### config.mk
export PLATFORM = sky130hd
export DESIGN_NAME = salru_front
export DESIGN_NICKNAME = d
export VERILOG_FILES = /design/src/design/salru_pkg.sv /design/src/design/salru_front.sv
export SDC_FILE = /design/constraint.sdc
export NUM_CORES = 1
export LEC_CHECK = 0
export ABC_AREA = 1
export BUFFER_PORTS_ARGS = -buffer_cell sky130_fd_sc_hd__buf_2
export CAP_MARGIN = 20
export CORE_UTILIZATION = 52
export CTS_BUF_LIST = sky130_fd_sc_hd__clkbuf_8 sky130_fd_sc_hd__clkbuf_16
export DETAILED_ROUTE_END_ITERATION = 8
export GPL_TIMING_DRIVEN = 0
export MAX_ROUTING_LAYER = met4
export PLACE_DENSITY = 0.79
export RECOVER_POWER = 50
export SLEW_MARGIN = 20
export SYNTH_ARGS = -nofsm -noshare
export SYNTH_HDL_FRONTEND = slang
export SYNTH_SLANG_ARGS = --single-unit
export TNS_END_PERCENT = 30
### constraint.sdc
create_clock -name clk -period 5.5 [get_ports clk]
set_input_delay 0.55 -clock clk [delete_from_list [all_inputs] [get_ports clk]]
set_output_delay 0.55 -clock clk [all_outputs]
set_load 0.03 [all_outputs]
### src/design/salru_pkg.sv
// ----------------------------------------------------------------------------
// salru_pkg
// types and constants shared by the lru tag store modules
// ----------------------------------------------------------------------------
package salru_pkg;

  localparam int LINE_BYTES   = 64;
  localparam int SETS         = 64;
  localparam int WAYS         = 8;
  localparam int ADDRESS_BITS = 48;
  localparam int TIME_BITS    = 32;

  localparam int OFF_BITS = $clog2(LINE_BYTES);
  localparam int SET_BITS = (SETS > 1) ? $clog2(SETS) : 1;
  localparam int SET_USED = $clog2(SETS);
  localparam int TAG_BITS = ADDRESS_BITS - OFF_BITS - SET_USED;
  localparam int WAY_BITS = (WAYS > 1) ? $clog2(WAYS) : 1;
  localparam int Q_DEPTH  = 2;

  typedef enum logic {
    OP_LOOKUP  = 1'b0,
    OP_INSTALL = 1'b1
  } op_t;

  typedef struct packed {
    logic        op;
    logic [47:0] address;
    logic [31:0] now;
  } req_t;

  typedef struct packed {
    logic       hit;
    logic [2:0] way;
    logic       replaced;
  } resp_t;

  // decoded word handed from front to back
  typedef struct packed {
    op_t                  op;
    logic [SET_BITS-1:0]  set_idx;
    logic [TAG_BITS-1:0]  tag;
    logic [TIME_BITS-1:0] now;
  } cmd_t;

endpackage

### src/design/salru_front.sv
// ----------------------------------------------------------------------------
// salru_front
// accepts words, splits the address into set and tag, queues them
// ----------------------------------------------------------------------------
module salru_front import salru_pkg::*; (
  input  logic clk,
  input  logic rst,
  input  logic in_valid,
  input  req_t in_word,
  output logic full,
  output logic empty,
  input  logic pop,
  output cmd_t head
);

  cmd_t                  q [Q_DEPTH];
  logic [$clog2(Q_DEPTH):0] count;
  logic [$clog2(Q_DEPTH)-1:0] wr_ptr, rd_ptr;
  cmd_t cmd;
  logic push;

  always_comb begin
    cmd.op      = op_t'(in_word.op);
    if (SETS > 1) begin
      cmd.set_idx = SET_BITS'(in_word.address[ADDRESS_BITS-1:0] >> OFF_BITS);
    end else begin
      cmd.set_idx = '0;
    end
    cmd.tag     = TAG_BITS'(in_word.address[ADDRESS_BITS-1:0] >> (OFF_BITS + SET_USED));
    cmd.now     = in_word.now[TIME_BITS-1:0];
  end

  assign full  = (count == ($clog2(Q_DEPTH)+1)'(Q_DEPTH));
  assign empty = (count == '0);
  assign push  = in_valid && !full;
  assign head  = q[rd_ptr];

  always_ff @(posedge clk) begin
    if (push) begin
      q[wr_ptr] <= cmd;
    end
    if (rst) begin
      count  <= '0;
      wr_ptr <= '0;
      rd_ptr <= '0;
    end else begin
      if (push) wr_ptr <= wr_ptr + 1'b1;
      if (pop)  rd_ptr <= rd_ptr + 1'b1;
      count <= count + (push ? 1'b1 : 1'b0) - (pop ? 1'b1 : 1'b0);
    end
  end

endmodule

# Word level (Yosys, flattened, before mapping)
# Memory sizes are Yosys's and may differ from the RTL's. A register that Yosys moved wholly into a read port is not among the register bits.
# Index checks and enable logic that the tools add are counted.
[totals]
input_bits = 85
mem_count = 1
ram_bits = 150
register_bits = 4
wordCells = 18
[mem_list]
columns = ["name", "words", "width", "rd", "rd_clocked_by_memory_dff", "wr", "line", "text"]
rows = [
  ["q", 2, 75, 1, 1, 1, "salru_front.sv:16", "cmd_t q [Q_DEPTH];"],
]
[classes]
mux = 6
n_addsub = 4
n_reduce_logical = 3
eq_ne = 1
[ops]
columns = ["op", "n"]
rows = [
  ["1-bit 2-to-1 mux", 6],
  ["1-bit adder (second input constant)", 2],
  ["2-bit by 1-bit adder with 2-bit output", 1],
  ["2-bit equality test (second input constant)", 1],
  ["2-bit logical NOT", 1],
  ["2-bit by 1-bit subtractor with 2-bit output", 1],
  ["1-bit logical AND", 1],
  ["1-bit logical NOT", 1],
]

# Depth between registers and ports, before layout
# Gate-level depths: netlist of run 1.
[logic_depth]
word_depth = 6
ltp_mapped = 11
ltp_nobuf = 11

# Worst setup path before layout of run 1
# No wires, ideal clock.
[synth_timing]
path_type = "input to register"
from = "in in_valid"
to = "mem q[0][0] (netlist bit) (enable)"
stages = 2
n_path_buf = 0
setup_slack_ns = 1.244
required_ns = 4.992
setup_time_ns = 0.508
t_arrival_ns = 3.748
cell_sequence = "nand2_1 nor2_1"
[synth_between]
elab_chain_cells = 3
[synth_lines]
columns = ["element", "line", "text"]
rows = [
  ["from (decl)", "salru_front.sv:8", "input logic in_valid,"],
  ["1-bit logical AND", "salru_front.sv:35", "assign push = in_valid && !full;"],
  ["1-bit 2-to-1 mux", "salru_front.sv:39", "if (push) begin"],
  ["1-bit 2-to-1 mux (not written as such)", "salru_front.sv:40", "q[wr_ptr] <= cmd;"],
  ["to (decl)", "salru_front.sv:16", ""],
]
# No other way between the ends.

# Final worst setup path of run 1
[layout_timing]
from = "reg count[0]"
to = "mem q[0][28] (netlist bit) (enable)"
[layout_between]
elab_chain_cells = 5
[layout_lines]
columns = ["element", "line", "text"]
rows = [
  ["from (decl)", "salru_front.sv:17", "logic [$clog2(Q_DEPTH):0] count;"],
  ["from (signal assigned)", "salru_front.sv:49", "count <= count + (push ? 1'b1 : 1'b0) - (pop ? 1'b1 : 1'b0);"],
  ["2-bit equality test", "salru_front.sv:33", "assign full = (count == ($clog2(Q_DEPTH)+1)'(Q_DEPTH));"],
  ["1-bit logical NOT", "salru_front.sv:35", ""],
  ["1-bit logical AND", "salru_front.sv:35", ""],
  ["1-bit 2-to-1 mux", "salru_front.sv:39", ""],
  ["1-bit 2-to-1 mux (not written as such)", "salru_front.sv:40", ""],
]
# No other way between the ends.

==> impl_metrics.tcl, run 1 <==
set metrics [dict create \
    preCtsSetupSlack_ns 3.612 \
    place_area_mm2 0.006907 \
    grt_start_max_net_pins 45 \
    synthAdderAreaFrac_pct 0.4277 \
    ctsHoldBuffers 0 \
    synth_top_family_by_area "multiplexers" \
    synth_edf_count 150 \
    syn_area_per_cell_um2 21.91 \
    fillCellCount 733 \
    path_class "reg2reg" \
    clk_latency_ns 0.51 \
    antenna_found_initial 0 \
    num_rows 38 \
    num_vias 2956 \
    avgRoutedWirePerCell_um 16.37 \
    arrival_ns 3.03 \
    synth_nets 354 \
    die_w_um 108.1 \
    layout_min_cycle_time_ns 2.821 \
    synth.top_cell.area_share_pct 76.99 \
    ys_types 13 \
    netlist_area_mm2 0.005851 \
    grt-ovfl-total 0 \
    synthTopCellsByCount "edfxtp_1 (150), mux2_4 (50), mux2_2 (25)" \
    slew_headroom_pct -3.646 \
    path_max_fanout 23 \
    dp.cells 566 \
    via_per_inst 4.951 \
    netlist.top_cell.by_area "edfxtp_1" \
    drt_first_iter_violations 164 \
    timing.rr.end "q[0][28]" \
    grt_util_all_layers_pct 18.02 \
    coreArea_mm2 0.01089 \
    r2r_cells 6 \
    dp_hpwl_um 6737 \
    nNetsFinal 532 \
    worst_hold_slack_ns 0.2271 \
    gp_congestion 0.7118 \
    clock-skew-final_ns 0.009403 \
    drc_errors 0 \
    drtPass1Iterations 4 \
    syn_to_final_growth_pct 26.41 \
    yosysMostFrequentCell "edfxtp_1" \
    status "finished, violations left" \
    synth_xor_area_share_pct 0.1497 \
    htree_levels 4 \
    fin_ws_ns 2.679 \
    start_util_pct 53.73 \
    peakVddDrop_mv 0.2485 \
    r2r_start "count[0]" \
    finalSetupViolCount 0 \
    utilization_pct 67.93 \
    fin_area_mm2 0.007396 \
    clockBufferDepth 2 \
    cp-end-kind "register" \
    required_ns 5.71 \
    final_layout_size_suffix_gt1_share_pct 50.11 \
    power.leakage_nw 2.851 \
    min-delay-start "in_word[75]" \
    routed_wl_um 9773 \
    cts_buffers 17 \
    ys_warn_count 0 \
    yosys_most_used_dff "edfxtp_1" \
    synth-compound-area-share_pct 0.1711 \
    drv_cap 1 \
    min_to "q[0][63]" \
    grt_pass1_wl_um 14540 \
    post_cts_resized 0 \
    clk_pin_slew_ns 0.06 \
    synthTopCellsByArea "edfxtp_1 (77%), mux2_4 (13%), mux2_2 (4.8%)" \
    hold_path_depth 1 \
    tightest_slew_ns 1.546 \
    hold_violations 0 \
    synthMuxAreaShare_pct 17.64 \
    clock-sinks 155 \
    die_y_um 108.1 \
    cts_tree "built" \
    min_path_type "in2reg" \
    synth-async-reset-ratio_pct 0 \
    cts_setup_buffers 0 \
    die_area_mm2 0.01168 \
    max_freq_mhz 354.5 \
    ys_seq_area_share_pct 78.70 \
    slew_violations 32 \
    grt_pass1_vias 3031 \
    final_cells 597 \
    synthCells 267 \
    ys_ff_latch 155 \
    critPathLaunchType "register" \
    violations "capacitance limit, slew limit" \
    reg2reg_slack_ns 2.68 \
    root_buffer "clkbuf_8" \
    io_pins 162 \
    period_share_pct 51.30 \
    synthSimpleGateAreaFrac_pct 1.005 \
    n_antenna_cell 0 \
    rsz0062_at_grt "no" \
    ant_nets 0 \
    power_density_mw_per_mm2 414.8 \
    port_buffers 155 \
]
kinds of logic (layout without fill, tap and decap cells):
logic type / count (synthesis) / in the layout
AOI/OAI and AO/OA: 2 / 2
xor gates and xnor gates: 1 / 1
adders and majority gates: 2 / 2
buffers and inverters: 17 / 207
DFF: 155 / 155
muxes: 75 / 75
and+or+nand+nor: 15 / 15
state kept, by name (all words and copies together), names as in the netlist, named ones only:
register	cells
q	150
count	2
rd_ptr	1
wr_ptr	1
cell usage in the layout, fill, tap and decap left out, types with 2 or more instances in the layout:
cell,Yosys,final
a21oi_1,2,2
buf_12,0,2
buf_2,2,117
buf_6,6,6
bufinv_16,0,3
clkbuf_1,0,41
clkbuf_16,0,16
clkinvlp_4,0,4
dfxtp_1,5,5
edfxtp_1,150,150
ha_1,2,2
inv_1,9,11
mux2_2,25,25
mux2_4,50,50
nand2_1,6,6
nand3_1,2,2
nor2_1,7,7
worst max path at each step:
stage	startpoint	endpoint	slack (ns)
3_3_place_gp	in_valid	q[0][19]	-0.42
3_5_place_dp	in_valid	q[1][23]	3.61
4_1_cts	register	head[53]	3.16
5_1_grt	count[0]	q[1][17]	2.44
6_report	count[0]	q[0][28]	2.68
2_1_floorplan	in_valid	q[0][0]	1.24
through the flow:
stage / TNS [ns] / total power, mW
floorplan: 0 / 1.837
global placement: -31.37 / 1.973
detailed placement: 0 / 2.001
CTS: 0 / 3.111
global route: 0 / 3.182
finish: 0 / 3.067
worst max-delay path: stages, from the launching register on:
cell	delay, ns
dfxtp_1	0.35
inv_1	0.05
nand2_1	0.11
nand2_1	0.09
nor2_1	0.54
clkbuf_1	1.09
buf_16	0.26
metal layers:
| metal | vias to the layer above | part of all wire, % | GRT usage, % |
|---|---|---|---|
| li1 | 1395 | - | - |
| met1 | 1428 | 39 | 19.27 |
| met2 | 116 | 52 | 30.44 |
| met3 | 17 | 6.3 | 5.666 |
| met4 | 0 | 2.2 | 8.415 |
| met5 | - | 0 | - |
layout make-up:
class	count	area (um^2)	area share, %
Sequential cell	155	4604	62.26
Buffer	8	77.57	1.049
Timing Repair Buffer	159	797.0	10.78
Clock inverter	14	157.7	2.132
Tap cell	140	175.2	2.368
Clock buffer	17	414.1	5.600
Inverter	9	35.03	0.4737
Multi-Input combinational cell	95	1135	15.34
power by group:
| group | leakage (nW) | internal, mW | switching [mW] |
|---|---|---|---|
| clock | 0.277 | 0.682 | 0.427 |
| combinational | 1.13 | 0.197 | 0.319 |
| sequential | 1.44 | 1.42 | 0.0254 |
Power figures use the tool's default switching activity.
==> inputs of run 2 (changes only) <==
CORE_UTILIZATION = 47   (was 52)
PLACE_DENSITY = 0.76   (was 0.79)
clock period = 2.5 ns   (was 5.5 ns; I/O delays follow)
==> impl_metrics.tcl, run 2 (synthesized netlist as in run 1, its figures left out) <==
set metrics [dict create \
    dp.cells 594 \
    grt_util_all_layers_pct 16.60 \
    cp.depth 6 \
    syn_to_final_growth_pct 26.95 \
    port_buffers 155 \
    finalSetupViolCount 0 \
    max_freq_mhz 508.5 \
    utilization_pct 61.58 \
    clk_latency_ns 0.41 \
    die_y_um 113.6 \
    fillCellCount 895 \
    peakVddDrop_mv 0.4915 \
    tns_ns 0 \
    die_area_mm2 0.01290 \
    path_delay_family "simple AND/OR/NAND/NOR gates" \
    grt_pass1_wl_um 14990 \
    cts_buffers 17 \
    fin_area_mm2 0.007427 \
    cts_tree "built" \
    clockBufferDepth 2 \
    mostFrequentLayoutCell "edfxtp_1" \
    ant_nets 0 \
    max_stage_delay_ns 0.58 \
    rsz0062_at_grt "no" \
    dp_hpwl_um 6697 \
    avgRoutedWirePerCell_um 16.06 \
    critPathLaunchType "register" \
    multi_input_area_mm2 0.001142 \
    min_path_type "in2reg" \
    via_per_inst 4.769 \
    slew_headroom_pct 42.45 \
    worst_hold_slack_ns 0.02443 \
    hold_violations 0 \
    period_share_pct 78.66 \
    required_ns 2.62 \
    io_pins 162 \
    path_class "reg2reg" \
    largest_reg_flops 150 \
    num_vias 2976 \
    n_antenna_cell 0 \
    place_area_mm2 0.006937 \
    preCtsSetupSlack_ns 0.5026 \
    largest_registers "q x150, count x2" \
    drv_cap 0 \
    crit_chain "inv_1, nand2_1, nand2_1, nor2_4, buf_16, buf_8" \
    layout_min_cycle_time_ns 1.966 \
    clk_pin_slew_ns 0.06 \
    grt-ovfl-total 0 \
    hold_path_depth 1 \
    ctsHoldBuffers 0 \
    drt_first_iter_violations 165 \
    clock-skew-final_ns 0.005247 \
    nNetsFinal 532 \
    drc_errors 0 \
    fin_ws_ns 0.5335 \
    post_cts_resized 0 \
    slew_violations 0 \
    seq_area_mm2 0.004604 \
    gp_congestion 0.6789 \
    htree_levels 4 \
    num_rows 40 \
    arrival_ns 2.08 \
    path_max_fanout 24 \
    power.leakage_nw 2.864 \
    cts_setup_buffers 0 \
    layout_common_cells "edfxtp_1 (150), buf_2 (122), mux2_4 (50)" \
    status "finished, final reports clean" \
    crit_buf_inv 3 \
    final_cells 624 \
    tightest_slew_ns 0.8619 \
    r2r_cells 6 \
    coreArea_mm2 0.01206 \
    cpMaxStageDelayCell "nor2_4" \
    routed_wl_um 10020 \
    worst_path_most_repeated_cell "nand2_1" \
    die_w_um 113.6 \
    cp-end-kind "register" \
    start_util_pct 48.51 \
    final_layout_size_suffix_gt1_share_pct 50.88 \
    total_power_mw 6.653 \
    power_density_mw_per_mm2 895.8 \
    top_register "q" \
    grt_start_max_net_pins 39 \
    antenna_found_initial 0 \
    root_buffer "clkbuf_16" \
    clock-sinks 155 \
    drtPass1Iterations 4 \
    grt_pass1_vias 3027 \
]
## run 2: changes by cell type in the layout (fill, tap and decap cells not counted), sizes merged
cell	delta
inv	-2
buf	+6
clkinvlp	-3
clkinv	+5
bufinv	-1
clkbuf	-6
## run 2: worst paths after layout
path                    start  endpoint  slack [ns]
setup / recovery     count[0]  q[0][59]        0.53
hold / removal    in_word[66]  q[0][54]        0.02
setup reg to reg     count[0]  q[0][59]        0.53
hold reg to reg        rd_ptr  register        0.52
## run 2: metal layers
| layer | vias to the layer above | part of all wire, % | GRT usage (%) |
|---|---|---|---|
| met5 | - | 0 | - |
| met4 | 0 | 1.3 | 7.895 |
| met3 | 12 | 6.2 | 5.207 |
| met2 | 119 | 51 | 27.36 |
| met1 | 1451 | 41 | 18.40 |
| li1 | 1394 | - | - |
## run 2: layout make-up
cell class	instances	share of cell area, %
tap	168	2.830
multi-input combinational	95	15.38
clock buffer	17	5.728
buffer	8	1.044
timing repair buffer	159	11.07
inverter	9	0.4549
clock inverter	13	1.499
sequential	155	61.99
## run 2: power by group
part           total [mW]  leakage, nW  switching [mW]  internal [mW]
registers            3.17         1.44          0.0584           3.12
logic                1.15         1.16           0.707          0.442
clock network        2.33        0.261           0.906           1.42
## run 2: worst register-to-register path, delay by kind of cell (launching register included)
family	cells	cell delay, ns
DFF	1	0.35
buffers and inverters	3	0.52
and+or+nand+nor	3	0.80
